**src/hdl/mse_pkg.sv**
```systemverilog
// ----------------------------------------------------------------------------
// mse_pkg
// shared types and constants of the merge sort engine
// ----------------------------------------------------------------------------
package mse_pkg;

	localparam int unsigned MSE_DATA_W = 32;
	localparam int unsigned MSE_DEPTH  = 64;

	typedef enum logic [1:0] {
		ST_LOAD,
		ST_PRIME,
		ST_MERGE,
		ST_EMIT
	} mse_state_t;

endpackage

```
**src/hdl/mse_ram.sv**
```systemverilog
// ----------------------------------------------------------------------------
// mse_ram
// element memory: one write port, two read ports, read data registered
// ----------------------------------------------------------------------------
module mse_ram import mse_pkg::*; #(
	parameter int unsigned DEPTH = MSE_DEPTH,
	parameter int unsigned W     = MSE_DATA_W
) (
	input  logic                       clk,
	input  logic                       we,
	input  logic [$clog2(DEPTH)-1:0]   waddr,
	input  logic [W-1:0]               wdata,
	input  logic [$clog2(DEPTH)-1:0]   raddr_a,
	input  logic [$clog2(DEPTH)-1:0]   raddr_b,
	output logic [W-1:0]               rdata_a,
	output logic [W-1:0]               rdata_b
);

	logic [W-1:0] mem [DEPTH];

	always_ff @(posedge clk) begin
		if (we) begin
			mem[waddr] <= wdata;
		end
		rdata_a <= mem[raddr_a];
		rdata_b <= mem[raddr_b];
	end

endmodule

```
**config.mk**
```make
export PLATFORM = sky130hd
export DESIGN_NAME = mse_ram
export DESIGN_NICKNAME = d
export VERILOG_FILES = /design/src/hdl/mse_pkg.sv /design/src/hdl/mse_ram.sv
export SDC_FILE = /design/constraint.sdc
export NUM_CORES = 2
export LEC_CHECK = 0
export BUFFER_PORTS_ARGS = -buffer_cell sky130_fd_sc_hd__buf_2
export CORE_MARGIN = 1.5
export CORE_UTILIZATION = 47
export CTS_BUF_LIST = sky130_fd_sc_hd__clkbuf_8
export DETAILED_ROUTE_END_ITERATION = 16
export PLACE_DENSITY = 0.65
export SLEW_MARGIN = 10
export SYNTH_ARGS = -nofsm -noshare
export SYNTH_HDL_FRONTEND = slang
export SYNTH_SLANG_ARGS = --single-unit
```
**constraint.sdc**
```tcl
create_clock -name clk -period 3.3 [get_ports clk]
set_input_delay 0.33 -clock clk [delete_from_list [all_inputs] [get_ports clk]]
set_output_delay 0.33 -clock clk [all_outputs]
set_load 0.02 [all_outputs]
```
==> flow_summary.json <==
{
  "status": "complete, no violations",
  "drt_wl_total_um": 300000,
  "vdd_drop_max_mv": 0.344,
  "gp_congestion": 0.839,
  "synth_flop_cell": "edfxtp_1",
  "p_leak_nw": 35.1,
  "grt_start_max_net_pins": 65,
  "path_class": "register to primary output",
  "die_area_mm2": 0.206,
  "slowest_delay_ps": 760,
  "rows": 165,
  "critPathRequiredTime_ps": 2970,
  "grt-ovfl-total": 0,
  "final.setup_skew_ps": 71.3,
  "cts_setup_buffers": 0,
  "first_pass_iters": 5,
  "critical_path_buf_inv_count": 1,
  "grt_usage_pct": 29.4,
  "io_buffers": 115,
  "core_mm2": 0.202,
  "avgRoutedWirePerCell_um": 38.2,
  "antenna_found_initial": 24,
  "maxSlewHeadroom_pct": 14.1,
  "clk_pin_slew_ps": 70,
  "rsz0062_at_grt": "false",
  "cp-startpoint": "rdata_b[18]",
  "hold_ws_ps": 55.5,
  "postLayoutCoreUtil_pct": 54.1,
  "cp-start-kind": "register",
  "fin_ws_ps": 843,
  "dp_slack_ps": 234,
  "async_flop_share_pct": 0,
  "htreeDepth": 5,
  "grt_pass1_vias": 54416,
  "timing.fmax_ghz": 0.407,
  "synth_edf_count": 2048,
  "die_h_um": 454,
  "synth-seq-cells": 2112,
  "synth_top_cell_area_share_pct": 64.3,
  "fin_crit_ps": 2460,
  "drive_above_1_share_pct": 41.5,
  "setup_viol": 0,
  "ios": 116,
  "syn-num-nets": 4464,
  "grt_pass1_wl_um": 418000,
  "whs_path_depth": 1,
  "insertion_delay_ps": 1100,
  "cts_made_buffers": 352,
  "drtAntennaViolNets": 0,
  "dpl_cell_area_mm2": 0.103,
  "synthDistinctLibCells": 38,
  "hold_end": "mem[34][28]",
  "cts.sinks": 2112,
  "design_area_mm2": 0.109,
  "num_vias": 53779,
  "die_w_um": 454,
  "cp_slowest_cell": "dfxtp_1",
  "rrSetupSlack_ps": 1060,
  "synth_top_area_cell": "edfxtp_1",
  "synthTopCellsByArea": "edfxtp_1 64%, mux4_2 26%, mux2i_1 2.1%",
  "r2r_cells": 4,
  "min_path_type": "primary input to register",
  "crit_fanout": 2,
  "start_util_pct": 47.3,
  "setup_tns_ps": 0,
  "synth_cells": 4412,
  "finish.net_count": 4969,
  "cp-end-kind": "primary output",
  "drt_iter0_markers": 6978,
  "power_density_mw_per_mm2": 523,
  "via_per_inst": 6.84,
  "drv_cap": 0,
  "drcViolationCount": 0,
  "ys_warn_count": 0,
  "area_growth_syn_to_layout_pct": 14.5,
  "cts_buffer_depth": 4,
  "fin_crit_sh_pct": 74.5,
  "tightest_slew_ps": 1280,
  "avgSynthCellArea_um2": 21.7,
  "drv_slew": 0,
  "root_buffer": "clkbuf_8",
  "crit_arrival_ps": 2130,
  "syn_area_mm2": 0.0957,
  "hpwl_um": 175000,
  "crit_path_cell_trace": "buf_2",
  "cts_tree": "yes",
  "hold_viol": 0,
  "ys_seq_area_share_pct": 65.6,
  "critical_path.top_delay_family": "flip-flops",
  "timing.rr.end": "rdata_a[10]",
  "holdCritStartpoint": "wdata[28]",
  "worstReg2RegStart": "mem[46][10]"
}
[how the worst max path moves through the flow]
stage                              to  depth (start not counted)  slack (ps)
after CTS                 rdata_b[18]                          1         830
after global placement     rdata_a[2]                          7         250
final                     rdata_b[18]                          1         840
after global routing      rdata_b[18]                          1         870
after detailed placement   rdata_a[2]                          7         230
after floorplan            mem[59][0]                          4         470
[registers in the layout, summed over array words and instances (netlist names)]
signal,flops
rdata_a,32
rdata_b,32
mem,2048
[cell type report]
| cell class | instances | area [um2] |
|---|---|---|
| antenna | 12 | 30.0 |
| clock buffer | 380 | 5230 |
| clock inverter | 232 | 1340 |
| fill | 15347 | 92800 |
| inverter | 1 | 3.75 |
| multi-input combinational | 1952 | 31700 |
| sequential | 2112 | 62800 |
| tap | 2672 | 3340 |
| timing repair buffer | 498 | 5100 |
[metal layers]
layer	vias up	part of all wire [%]	GRT usage [%]
li1	20596	-	-
met1	28962	37	40.8
met2	3564	47	44.7
met3	647	12	7.73
met4	10	4.1	11.5
met5	-	0.023	0
[synth_stat cells (all sizes together), types with 36 or more instances]
cell    count
a21oi      58
a22oi      85
buf       212
clkbuf    135
dfxtp      64
edfxtp   2048
mux2       36
mux2i     204
mux4     1124
nand2      93
nor2       94
o21ai      49
o22ai      56
[cells by family (layout without fill, tap and decap cells)]
| logic type | Yosys count | count (layout) | synth area share (%) |
|---|---|---|---|
| other | 0 | 12 | 0 |
| AO/OA/AOI/OAI | 340 | 340 | 2.39 |
| buffers and inverters | 348 | 1111 | 1.83 |
| multiplexers | 1364 | 1364 | 29.0 |
| AND/OR/NAND/NOR | 248 | 248 | 1.13 |
| flip-flops | 2112 | 2112 | 65.6 |
[cells in the final DEF, fill, tap and decap left out, drive strengths merged, types with 2 or more instances in the layout]
master and instances:
edfxtp 2048, mux4 1124, buf 469, clkbuf 380
mux2i 204, inv 110, clkinv 104, nor2 94
nand2 93, a22oi 85, dfxtp 64, a21oi 58
o22ai 56, o21ai 49, mux2 36, dlygate4sd3 29
o211ai 27, nor2b 19, o221ai 16, a211oi 15
bufinv 15, a221oi 13, diode 12, nand3 9
a32oi 9, o32a 9, nand2b 8, nand3b 6
and2 6, clkinvlp 4, or2 3, nor3 3
or3b 2, nand4 2, or3 2
[power by group]
part           leakage (nW)  internal (mW)  switching, mW
clock network          3.78           11.7           10.4
registers              19.0           29.7          0.205
logic                  12.4           2.20           2.98
total                  35.1           43.6           13.6
[per-stage QoR]
stage                     std cells  power (mW)
after global routing           7854        58.9
after detailed placement       7206        35.6
after global placement         7206        35.6
after floorplan                4412        33.3
after CTS                      7846        57.5
final                          7859        57.3
[what timing repair did]
item                                   4_1_cts  5_1_grt
gates resized for setup                      0        0
endpoints found under the hold margin      600       64
hold buffers                                28        1
(Power assumes the default switching activity.)
